$ cat config.mk
export PLATFORM = sky130hd
export DESIGN_NAME = incremental_pid_speed_loop_unit
export DESIGN_NICKNAME = d
export VERILOG_FILES = /design/src/hdl/incpid_pkg.sv /design/src/hdl/incpid_cfg.sv /design/src/hdl/incpid_err.sv /design/src/hdl/incpid_drv.sv /design/src/hdl/incremental_pid_speed_loop_unit.sv
export SDC_FILE = /design/constraint.sdc
export NUM_CORES = 2
export LEC_CHECK = 0
export BUFFER_PORTS_ARGS = -buffer_cell sky130_fd_sc_hd__buf_4
export CORE_ASPECT_RATIO = 1.1
export CORE_UTILIZATION = 45
export DETAILED_ROUTE_END_ITERATION = 8
export SLEW_MARGIN = 20
export SYNTH_ARGS = -nofsm -noshare
export SYNTH_HDL_FRONTEND = slang
export SYNTH_SLANG_ARGS = --single-unit
$ cat constraint.sdc
create_clock -name i_clk -period 13.56 [get_ports i_clk]
set_input_delay 0.678 -clock i_clk [delete_from_list [all_inputs] [get_ports i_clk]]
set_output_delay 0.678 -clock i_clk [all_outputs]
set_load 0.02 [all_outputs]
$ cat src/hdl/incpid_pkg.sv
`timescale 1ns / 1ps
// ----------------------------------------------------------------------------
// incpid_pkg
// Shared types and constants of the incremental PID speed loop.
// ----------------------------------------------------------------------------
package incpid_pkg;

    // Field widths
    localparam int SPEED_W = 16;
    localparam int GAIN_W  = 16;
    localparam int ERR_W   = 18;   // stored error history width
    localparam int DRIVE_W = 10;
    localparam int CFG_IDX_W = 2;

    // Drive range and gain scale (gains are in thousandths)
    localparam int DRIVE_MAX  = 1000;
    localparam int GAIN_SCALE = 1000;

    // Accumulator width: sum of three gain*error products, signed
    localparam int ACC_W = 38;

    // Any |acc| at or above this limit gives |increment| > DRIVE_MAX, which
    // saturates the drive the same way, so magnitudes are clamped to it.
    localparam int ACC_LIMIT = (DRIVE_MAX + 1) * GAIN_SCALE;
    localparam int MAG_W     = $clog2(ACC_LIMIT + 1);

    // Reciprocal for floor(mag / GAIN_SCALE): exact for every mag <= ACC_LIMIT
    localparam int DIV_SHIFT = 30;
    localparam longint DIV_RECIP = ((64'd1 << DIV_SHIFT) + GAIN_SCALE - 1) / GAIN_SCALE;
    localparam int RECIP_W   = $clog2(DIV_RECIP + 1);
    localparam int QUOT_W    = $clog2(DRIVE_MAX + 2);

    // Register indexes
    localparam logic [CFG_IDX_W-1:0] CFG_PROP  = 2'd0;
    localparam logic [CFG_IDX_W-1:0] CFG_INTEG = 2'd1;
    localparam logic [CFG_IDX_W-1:0] CFG_DERIV = 2'd2;

    // Register reset values
    localparam logic [GAIN_W-1:0] PROP_RESET  = 16'd0;
    localparam logic [GAIN_W-1:0] INTEG_RESET = 16'd500;
    localparam logic [GAIN_W-1:0] DERIV_RESET = 16'd0;

    // Gain set handed to the error stage
    typedef struct packed {
        logic [GAIN_W-1:0] kp;
        logic [GAIN_W-1:0] ki;
        logic [GAIN_W-1:0] kd;
    } t_gains;

    // Item between the error stage and the drive stage
    typedef struct packed {
        logic             ch;
        logic             neg;
        logic [MAG_W-1:0] mag;
    } t_acc_item;

endpackage

$ cat src/hdl/incpid_cfg.sv
`timescale 1ns / 1ps
// ----------------------------------------------------------------------------
// incpid_cfg
// Gain register file written through the configuration channel.
// ----------------------------------------------------------------------------
module incpid_cfg (
    input  logic                             i_clk,
    input  logic                             i_rst_n,
    input  logic                             i_cfg_valid,
    input  logic [incpid_pkg::CFG_IDX_W-1:0] i_cfg_index,
    input  logic [incpid_pkg::GAIN_W-1:0]    i_cfg_data,
    output incpid_pkg::t_gains               o_gains
);
    import incpid_pkg::*;

    t_gains r_gains;

    // Register writes; an unlisted index is ignored
    always_ff @(posedge i_clk) begin
        if (!i_rst_n) begin
            r_gains.kp <= PROP_RESET;
            r_gains.ki <= INTEG_RESET;
            r_gains.kd <= DERIV_RESET;
        end else if (i_cfg_valid) begin
            unique case (i_cfg_index)
                CFG_PROP:  r_gains.kp <= i_cfg_data;
                CFG_INTEG: r_gains.ki <= i_cfg_data;
                CFG_DERIV: r_gains.kd <= i_cfg_data;
                default:   ;
            endcase
        end
    end

    assign o_gains = r_gains;

endmodule

$ cat src/hdl/incpid_err.sv
`timescale 1ns / 1ps
// ----------------------------------------------------------------------------
// incpid_err
// Input register, error history and PID sum; hands a clamped magnitude on.
// ----------------------------------------------------------------------------
module incpid_err (
    input  logic                                  i_clk,
    input  logic                                  i_rst_n,
    input  incpid_pkg::t_gains                    i_gains,
    input  logic                                  i_in_valid,
    output logic                                  o_in_ready,
    input  logic                                  i_channel,
    input  logic signed [incpid_pkg::SPEED_W-1:0] i_measured_speed,
    input  logic signed [incpid_pkg::SPEED_W-1:0] i_target_speed,
    output logic                                  o_acc_valid,
    input  logic                                  i_acc_take,
    output incpid_pkg::t_acc_item                 o_acc
);
    import incpid_pkg::*;

    // Input register
    logic                      r_a_valid;
    logic                      r_a_ch;
    logic signed [SPEED_W-1:0] r_a_meas;
    logic signed [SPEED_W-1:0] r_a_targ;

    // Per-channel error history
    logic signed [ERR_W-1:0] r_last_err  [2];
    logic signed [ERR_W-1:0] r_prior_err [2];

    // Stage register toward the drive stage
    logic      r_b_valid;
    t_acc_item r_b;

    logic en_b;
    logic en_a;

    logic signed [SPEED_W:0]   e;
    logic signed [ERR_W-1:0]   e1;
    logic signed [ERR_W-1:0]   e2;
    logic signed [ERR_W:0]     de1;
    logic signed [ERR_W+1:0]   de2;
    logic signed [GAIN_W:0]    kp_s;
    logic signed [GAIN_W:0]    ki_s;
    logic signed [GAIN_W:0]    kd_s;
    logic signed [ACC_W-1:0]   prod_p;
    logic signed [ACC_W-1:0]   prod_i;
    logic signed [ACC_W-1:0]   prod_d;
    logic signed [ACC_W-1:0]   acc;
    logic [ACC_W-1:0]          acc_mag;
    t_acc_item                 n_b;

    // Flow control: each stage moves when the one after it has room
    assign en_b       = !r_b_valid || i_acc_take;
    assign en_a       = !r_a_valid || en_b;
    assign o_in_ready = en_a;

    // Error terms
    always_comb begin
        e    = (SPEED_W+1)'(r_a_targ) - (SPEED_W+1)'(r_a_meas);
        e1   = r_last_err[r_a_ch];
        e2   = r_prior_err[r_a_ch];
        de1  = (ERR_W+1)'(e) - (ERR_W+1)'(e1);
        de2  = (ERR_W+2)'(e) - ((ERR_W+2)'(e1) <<< 1) + (ERR_W+2)'(e2);
        kp_s = $signed({1'b0, i_gains.kp});
        ki_s = $signed({1'b0, i_gains.ki});
        kd_s = $signed({1'b0, i_gains.kd});
    end

    // Three products in parallel, then the exact sum
    always_comb begin
        prod_p  = (ACC_W)'(kp_s) * (ACC_W)'(de1);
        prod_i  = (ACC_W)'(ki_s) * (ACC_W)'(e);
        prod_d  = (ACC_W)'(kd_s) * (ACC_W)'(de2);
        acc     = prod_p + prod_i + prod_d;
        acc_mag = acc[ACC_W-1] ? ACC_W'(-acc) : ACC_W'(acc);
        n_b.ch  = r_a_ch;
        n_b.neg = acc[ACC_W-1];
        if (acc_mag >= ACC_W'(ACC_LIMIT)) begin
            n_b.mag = MAG_W'(ACC_LIMIT);
        end else begin
            n_b.mag = acc_mag[MAG_W-1:0];
        end
    end

    // Input register
    always_ff @(posedge i_clk) begin
        if (!i_rst_n) begin
            r_a_valid <= 1'b0;
        end else if (en_a) begin
            r_a_valid <= i_in_valid;
        end
        if (en_a && i_in_valid) begin
            r_a_ch   <= i_channel;
            r_a_meas <= i_measured_speed;
            r_a_targ <= i_target_speed;
        end
    end

    // Error history shifts as the item leaves this stage
    always_ff @(posedge i_clk) begin
        if (!i_rst_n) begin
            r_last_err[0]  <= '0;
            r_last_err[1]  <= '0;
            r_prior_err[0] <= '0;
            r_prior_err[1] <= '0;
        end else if (r_a_valid && en_b) begin
            r_prior_err[r_a_ch] <= e1;
            r_last_err[r_a_ch]  <= ERR_W'(e);
        end
    end

    // Stage register
    always_ff @(posedge i_clk) begin
        if (!i_rst_n) begin
            r_b_valid <= 1'b0;
        end else if (en_b) begin
            r_b_valid <= r_a_valid;
        end
        if (en_b && r_a_valid) begin
            r_b <= n_b;
        end
    end

    assign o_acc_valid = r_b_valid;
    assign o_acc       = r_b;

endmodule

$ cat src/hdl/incpid_drv.sv
`timescale 1ns / 1ps
// ----------------------------------------------------------------------------
// incpid_drv
// Scales the PID sum, updates the channel drive with saturation, result reg.
// ----------------------------------------------------------------------------
module incpid_drv (
    input  logic                                i_clk,
    input  logic                                i_rst_n,
    input  logic                                i_acc_valid,
    output logic                                o_acc_take,
    input  incpid_pkg::t_acc_item               i_acc,
    output logic                                o_out_valid,
    input  logic                                i_out_ready,
    output logic [incpid_pkg::DRIVE_W-1:0]      o_drive_value
);
    import incpid_pkg::*;

    localparam int PROD_W = MAG_W + RECIP_W;
    localparam int SUM_W  = QUOT_W + 2;

    logic [DRIVE_W-1:0] r_drive [2];
    logic               r_o_valid;
    logic [DRIVE_W-1:0] r_o_drive;

    logic               en_o;
    logic [PROD_W-1:0]  prod;
    logic [QUOT_W-1:0]  quot;
    logic signed [SUM_W-1:0] sum;
    logic [DRIVE_W-1:0] n_drive;

    assign en_o       = !r_o_valid || i_out_ready;
    assign o_acc_take = en_o;

    // Truncating divide by the gain scale: reciprocal multiply on the magnitude
    always_comb begin
        prod = PROD_W'(i_acc.mag) * PROD_W'(DIV_RECIP);
        quot = prod[DIV_SHIFT +: QUOT_W];
    end

    // Add increment to the channel drive and saturate to 0..DRIVE_MAX
    always_comb begin
        if (i_acc.neg) begin
            sum = $signed(SUM_W'(r_drive[i_acc.ch])) - $signed(SUM_W'(quot));
        end else begin
            sum = $signed(SUM_W'(r_drive[i_acc.ch])) + $signed(SUM_W'(quot));
        end
        if (sum < 0) begin
            n_drive = '0;
        end else if (sum > $signed(SUM_W'(DRIVE_MAX))) begin
            n_drive = DRIVE_W'(DRIVE_MAX);
        end else begin
            n_drive = sum[DRIVE_W-1:0];
        end
    end

    // Drive state per channel
    always_ff @(posedge i_clk) begin
        if (!i_rst_n) begin
            r_drive[0] <= '0;
            r_drive[1] <= '0;
        end else if (i_acc_valid && en_o) begin
            r_drive[i_acc.ch] <= n_drive;
        end
    end

    // Result register
    always_ff @(posedge i_clk) begin
        if (!i_rst_n) begin
            r_o_valid <= 1'b0;
        end else if (en_o) begin
            r_o_valid <= i_acc_valid;
        end
        if (en_o && i_acc_valid) begin
            r_o_drive <= n_drive;
        end
    end

    assign o_out_valid   = r_o_valid;
    assign o_drive_value = r_o_drive;

endmodule

$ cat src/hdl/incremental_pid_speed_loop_unit.sv
`timescale 1ns / 1ps
// An item passes the input register, stage register and result register.
// Throughput: one item per cycle while i_out_ready allows; the per-channel
// error history updates as an item leaves the input register, the drive as
// it leaves the stage register, so same-channel items may come back to back.
// Reset: synchronous, active low; gains return to kp=0, ki=500, kd=0 and
// both channels' error history and drive clear to zero.
// ----------------------------------------------------------------------------
// incremental_pid_speed_loop_unit
// Two-channel velocity-form PID speed loop with saturated drive output.
// ----------------------------------------------------------------------------
module incremental_pid_speed_loop_unit (
    input  logic                                  i_clk,
    input  logic                                  i_rst_n,
    // configuration
    input  logic                                  i_cfg_valid,
    output logic                                  o_cfg_ready,
    input  logic [incpid_pkg::CFG_IDX_W-1:0]      i_cfg_index,
    input  logic [incpid_pkg::GAIN_W-1:0]         i_cfg_data,
    // input items
    input  logic                                  i_in_valid,
    output logic                                  o_in_ready,
    input  logic                                  i_channel,
    input  logic signed [incpid_pkg::SPEED_W-1:0] i_measured_speed,
    input  logic signed [incpid_pkg::SPEED_W-1:0] i_target_speed,
    // result items
    output logic                                  o_out_valid,
    input  logic                                  i_out_ready,
    output logic [incpid_pkg::DRIVE_W-1:0]        o_drive_value
);
    import incpid_pkg::*;

    t_gains    gains;
    logic      acc_valid;
    logic      acc_take;
    t_acc_item acc;

    // Writes are always taken
    assign o_cfg_ready = 1'b1;

    incpid_cfg u_cfg (
        .i_clk       (i_clk),
        .i_rst_n     (i_rst_n),
        .i_cfg_valid (i_cfg_valid),
        .i_cfg_index (i_cfg_index),
        .i_cfg_data  (i_cfg_data),
        .o_gains     (gains)
    );

    incpid_err u_err (
        .i_clk            (i_clk),
        .i_rst_n          (i_rst_n),
        .i_gains          (gains),
        .i_in_valid       (i_in_valid),
        .o_in_ready       (o_in_ready),
        .i_channel        (i_channel),
        .i_measured_speed (i_measured_speed),
        .i_target_speed   (i_target_speed),
        .o_acc_valid      (acc_valid),
        .i_acc_take       (acc_take),
        .o_acc            (acc)
    );

    incpid_drv u_drv (
        .i_clk         (i_clk),
        .i_rst_n       (i_rst_n),
        .i_acc_valid   (acc_valid),
        .o_acc_take    (acc_take),
        .i_acc         (acc),
        .o_out_valid   (o_out_valid),
        .i_out_ready   (i_out_ready),
        .o_drive_value (o_drive_value)
    );

endmodule

# After elaboration in Yosys (flattened, before gate mapping)
# Memory sizes are Yosys's and may differ from the RTL's. A register that Yosys moved wholly into a read port is not among the register bits.
# Index checks and enable logic that the tools add are counted.
# totals
in_bits	56
reg_bits	116
output_inout_bits	13
latch_bits	0
mem_bits_ro	0
mem_count	3
word_cells	73
mem_bits_rw	92
# mem_list
name	words	word_bits	read_ports	rd_ports_with_merged_regs	write_ports	line	source
u_err.r_last_err	2	18	1	1	2	incpid_err.sv:28	logic signed [ERR_W-1:0] r_last_err [2];
u_err.r_prior_err	2	18	1	1	2	incpid_err.sv:29	logic signed [ERR_W-1:0] r_prior_err [2];
u_drv.r_drive	2	10	1	1	2	incpid_drv.sv:21	logic [DRIVE_W-1:0] r_drive [2];
# classes
n_reduce_logical	16
n_eq_ne	2
bitwise	0
div_mod_pow	0
multipliers	4
n_addsub	9
order_cmp	3
shift	0
mux	23
# ops
op	count
38-bit adder	2
20-bit by 20-bit multiplier with 39-bit output (second input constant)	1
38-bit by 20-bit greater-or-equal comparator with 1-bit output (second input constant)	1
38-bit 2-to-1 mux	1
38-bit negation	1
17-bit by 20-bit multiplier with 37-bit output	1
17-bit by 19-bit multiplier with 36-bit output	1
18-bit 2-to-1 mux	2
18-bit OR reduction	2
17-bit by 17-bit multiplier with 34-bit output	1
10-bit 2-to-1 mux	3
20-bit by 18-bit adder with 20-bit output	1
17-bit by 19-bit subtractor with 20-bit output	1
17-bit by 18-bit subtractor with 19-bit output	1
16-bit by 16-bit subtractor with 17-bit output	1
1-bit 2-to-1 mux	16
12-bit by 11-bit greater-than comparator with 1-bit output (second input constant)	1
12-bit by 1-bit less-than comparator with 1-bit output (second input constant)	1
12-bit 2-to-1 mux	1
10-bit by 10-bit adder with 11-bit output	1
10-bit by 10-bit subtractor with 11-bit output	1
10-bit OR reduction	1
2-bit AND reduction	3
1-bit logical AND	3
5 further kinds	9

# Depth between registers and ports, before layout
# depth
word_depth	9
ltp_mapped	67
ltp_nobuf	62

# By module
# A second synthesis with hierarchy kept.
# hier_totals
cells_unflattened	5562
area_unflattened_um2	52335.2
# by_module_without_submodules
module	cells_each	area_each_um2	n_inst	seq_area_each_um2
incpid_err	4583	42857.4	1	3753.6
incpid_drv	793	7604.8	1	920.9
incpid_cfg	184	1861.8	1	960.9
incremental_pid_speed_loop_unit	2	11.3	1	0.0

# Least setup slack after synthesis
# OpenSTA, ideal clock, no wires.
# synth_path
path_kind	register to register
start	register u_err.r_a_meas[0]
end	register u_err.r_b (netlist bit u_err.o_acc[11]) (data pin)
path_stages_with_launch	65
t_arrival_ns	14.641
synth_period_minus_slack_ns	14.915
path_buffers	7
setup_time_ns	0.273
required_ns	13.287
slack_ns	-1.355
cell_sequence	edfxtp_1 ha_1 fa_1 nor2b_1 o21ai_0 a21boi_0 o21ai_0 a21boi_0 o21ai_0 a21boi_0 o21ai_0 a21oi_1 a2111oi_0 nor3_1 clkbuf_1 ha_1 inv_1 o21bai_1 [29 not listed] fa_1 ha_1 nand4_1 nor4_1 nand3_1 a21oi_1 nor3_1 xnor2_1 inv_1 clkbuf_1 buf_2 buf_2 nor3b_1 o31ai_1 a21oi_1 clkbuf_1 clkbuf_1 nor3_1
# synth_between
elab_chain_cells	8
elab_cells_between_ends	12
classes_between	7 x add/sub; 3 x mul; 1 x order compare; 1 x mux
# synth_lines
item	line	source
start, declared	incpid_err.sv:24	logic signed [SPEED_W-1:0] r_a_meas;
start signal, assigned	incpid_err.sv:95	r_a_meas <= i_measured_speed;
16-bit by 16-bit subtractor with 17-bit output *	incpid_err.sv:60	e = (SPEED_W+1)'(r_a_targ) - (SPEED_W+1)'(r_a_meas);
net u_err.e[14]	incpid_err.sv:38	logic signed [SPEED_W:0] e;
17-bit by 18-bit subtractor with 19-bit output / 17-bit by 19-bit subtractor with 20-bit output (equally long branches)	incpid_err.sv:63, incpid_err.sv:64	
17-bit by 19-bit multiplier with 36-bit output / 20-bit by 18-bit adder with 20-bit output (equally long branches)	incpid_err.sv:72, incpid_err.sv:64	
38-bit adder / 17-bit by 20-bit multiplier with 37-bit output (equally long branches)	incpid_err.sv:75, incpid_err.sv:74	
38-bit adder *	incpid_err.sv:75	acc = prod_p + prod_i + prod_d;
net u_err.acc[37]	incpid_err.sv:49	logic signed [ACC_W-1:0] acc;
38-bit negation	incpid_err.sv:76	acc_mag = acc[ACC_W-1] ? ACC_W'(-acc) : ACC_W'(acc);
38-bit 2-to-1 mux *	incpid_err.sv:76	
38-bit by 20-bit greater-or-equal comparator with 1-bit output	incpid_err.sv:79	if (acc_mag >= ACC_W'(ACC_LIMIT)) begin
end signal, assigned	incpid_err.sv:121	r_b <= n_b;
end, declared	incpid_err.sv:33	t_acc_item r_b;
# The timed path passes the listed nets; every way through them passes the cells marked *.
# A chain may end at the register's enable or synchronous reset.

# Worst setup path in the final report
# layout_path
start	register u_err.r_a_targ[1]
end	register u_err.r_b (netlist bit u_err.o_acc[5]) (data pin)
# layout_between
elab_chain_cells	8
elab_cells_between_ends	12
classes_between	7 x add/sub; 3 x mul; 1 x order compare; 1 x mux
# layout_lines
item	line	source
start, declared	incpid_err.sv:25	logic signed [SPEED_W-1:0] r_a_targ;
start signal, assigned	incpid_err.sv:96	r_a_targ <= i_target_speed;
16-bit by 16-bit subtractor with 17-bit output *	incpid_err.sv:60	
17-bit by 18-bit subtractor with 19-bit output / 17-bit by 19-bit subtractor with 20-bit output (equally long branches)	incpid_err.sv:63, incpid_err.sv:64	
17-bit by 19-bit multiplier with 36-bit output / 20-bit by 18-bit adder with 20-bit output (equally long branches)	incpid_err.sv:72, incpid_err.sv:64	
38-bit adder / 17-bit by 20-bit multiplier with 37-bit output (equally long branches)	incpid_err.sv:75, incpid_err.sv:74	
38-bit adder *	incpid_err.sv:75	
38-bit negation	incpid_err.sv:76	
38-bit 2-to-1 mux *	incpid_err.sv:76	
38-bit by 20-bit greater-or-equal comparator with 1-bit output	incpid_err.sv:79	
# Every way passes the cells marked *; elsewhere a longest branch is shown, timed or not.

==> impl_metrics.toml <==
[synth]
synth_common_cells = "inv_1 (1304), fa_1 (981), nand2_1 (710)"
muxShareOfSynthArea_pct = 1.08
syn_inst = 5918
synth_edf_count = 153
synth_top_family_by_area = "adder cells"
synth_top_area_cell = "fa_1"
synth_nets = 7547
ys_seq_area_share_pct = 10.6
avgSynthCellArea_um2 = 9.04
yosys_warnings = 0
synthesis.area_um2 = 53500
synth_simple_gate_area_share_pct = 15.9
synth-async-reset-ratio_pct = 0
yosysMostFrequentCell = "inv_1"
synth_flop_cell = "edfxtp_1"
synthAdderAreaFrac_pct = 50.6
synth_xor_area_share_pct = 3.34
yosys-top-cells-area = "fa_1 (37%), ha_1 (14%), inv_1 (9.1%), edfxtp_1 (8.6%), nand2_1 (5.0%)"
ys_types = 95
ys_ff_latch = 206
synth_top_area_share_pct = 36.7
synth_compound_area_share_pct = 7.80

[critical_path]
arrival_ps = 14350
required_ps = 13860
critical_path_class = "reg -> reg"
endpoint_kind = "register"
critPathLaunch = "u_err.r_a_targ[1]$_DFFE_PP_"
path_max_fanout = 5
crit_buf_inv = 13
cpMostUsedCell = "fa_1"
reg2regPathDepth = 63
critPathMaxStageDelay_ps = 550
cp-start-kind = "register"
timing.rr.start = "u_err.r_a_targ[1]$_DFFE_PP_"
path_depth = 63
crit_family = "compound AO/OA/AOI/OAI gates"
crit_slowest_cell = "fa_1"

[clock_network]
clk_latency_ps = 570
cts_root_buf = "clkbuf_16"
cts_tree = "built"
cts_max_level = 1
numCtsBuffers = 26
cts_buffer_depth = 3
cts.sinks = 206
path_clk_slew_ps = 60
hold_buffers = 0

[final_layout]
synthToLayoutAreaGrowth_pct = 18.0
drive_above_1_share_pct = 16.9
nNetsFinal = 8140
fillerInstances = 10838

[floorplanning]
rows = 132
die_area_um2 = 120000
die_y_um = 364
die_w_um = 331
initial_core_util_pct = 45.4
io_pins = 69
core-area_um2 = 118000

[timing]
setup_viol = 20
finalCritPeriodShare_pct = 104
rsz0062_at_grt = "yes"
period_minus_slack_ps = 14050
finClkSkew_ps = 23.2
finalWorstSetupSlack_ps = -488
fmax_mhz = 71.2
slew_headroom_pct = 29.6
hold_viol_final = 0
slew_violations = 0
worst_pin_slew_ps = 1050
whs_ps = 299
tns_ps = -8590

[route]
post_drt_wl_per_cell_um = 18.4
avgViaCountPerCell = 5.19
drt_iter0_drc = 2144
drc = 0
drt_first_pass_iters = 5
antenna_left = 0
vias = 41907
routed_wirelength_um = 149000

[outcome]
violations = "setup timing"
status = "complete, but fails checks"

[run]
drv_cap = 0

[min_path]
min_path_type = "in -> reg"
whs_path_depth = 1
hold_start = "i_measured_speed[13]"

[global_routing]
grtUsageTotal_pct = 25.3
grt_max_degree = 44
grt_pass1_vias = 43839
antenna_found_initial = 4
grt_first_pass_wirelength_um = 237000
overflow = 0

[placed_design]
port_buffers = 67
place_congestion = 0.947
dp_hpwl_um = 124000
## final cells by class
type / instances / area, µm² / share of cell area (%)
Antenna cell: 3 / 7.51 / 0.0119
Clock buffer: 29 / 683 / 1.08
Clock inverter: 19 / 240 / 0.381
Inverter: 1304 / 4900 / 7.76
Multi-Input combinational cell: 4186 / 43500 / 68.9
Sequential cell: 206 / 5660 / 8.96
Tap cell: 1541 / 1930 / 3.05
Timing Repair Buffer: 787 / 6240 / 9.89
## cell usage in the layout (no fill, tap or decap), types with 44 or more instances in the layout
cell / n
ha_1: 567
edfxtp_1: 153
dfxtp_1: 52
xnor2_1: 118
buf_4: 746
fa_1: 974
a21o_1: 61
inv_1: 1288
and2_1: 334
nor2_1: 215
o21ai_0: 72
xor2_1: 70
nand2_1: 701
nor3_1: 74
nand2b_1: 51
nand3_1: 58
a21boi_0: 44
a21oi_1: 142
nor2b_1: 82
## cell families (layout without fill, tap and decap cells)
logic type / count (synthesis) / in the layout
simple gates: 1734 / 1734
fa+ha+maj: 1573 / 1573
buf+inv: 1527 / 2139
compound gates: 619 / 620
flops: 206 / 206
xor+xnor: 204 / 204
mux: 54 / 54
other cells: 1 / 4
## flip-flops by register name, summed over array words and instances, names as in the netlist, named ones only
name / cells
u_cfg.o_gains: 48
u_err.r_prior_err: 34
u_err.r_last_err: 34
u_drv.o_drive_value: 10
u_err.r_a_targ: 16
u_drv.o_out_valid: 1
u_drv.r_drive: 20
u_err.r_a_meas: 16
u_err.o_acc: 22
u_err.r_a_ch: 1
u_err.r_a_valid: 1
u_err.o_acc_valid: 1
## worst register-to-register path: cells and delay by family, from the launching register on
family / cells / cell delay, ps
buffers and inverters: 13 / 1450
xor gates and xnor gates: 2 / 240
DFF: 1 / 410
and+or+nand+nor: 11 / 2160
AOI/OAI and AO/OA: 26 / 5020
adders and majority gates: 11 / 4540
## timing repair
| item | in CTS | in global routing |
|---|---|---|
| endpoints found under the setup margin | 20 | 21 |
| resized for setup | 110 | 86 |
| pin swaps | 41 | 124 |
| cloned | 1 | 1 |
| buffers inserted | 50 | 24 |
## layer usage
layer | wire, µm | GRT usage (%) | vias to the layer above
li1 | - | - | 19575
met1 | 61700 | 32.2 | 21181
met2 | 74700 | 44.9 | 907
met3 | 5510 | 1.46 | 244
met4 | 6570 | 9.49 | 0
met5 | 0 | 0 | -
## final timing paths
path	slack (ps)	end
hold reg to reg	480	u_cfg.o_gains[27]$_SDFFE_PN0P_
hold / removal	300	u_err.r_a_meas[13]$_DFFE_PP_
setup / recovery	-490	u_err.o_acc[5]$_SDFFCE_PP1P_
setup reg to reg	-490	u_err.o_acc[5]$_SDFFCE_PP1P_
## stage by stage
stage | setup WS, ps | utilization, % | cells | cell area (µm²)
floorplan | 5.65 | - | 5918 | 54200
global placement | -939 | 51.6 | 7951 | 60700
detailed placement | -1190 | 51.6 | 7951 | 60700
CTS | -481 | 53.1 | 8048 | 62600
global route | -1110 | 53.6 | 8072 | 63100
finish | -488 | 53.6 | 8075 | 63100
Power is left out: the tool's default activity adds up to more than one toggle a clock period on the data nets, which glitch-free logic cannot reach.
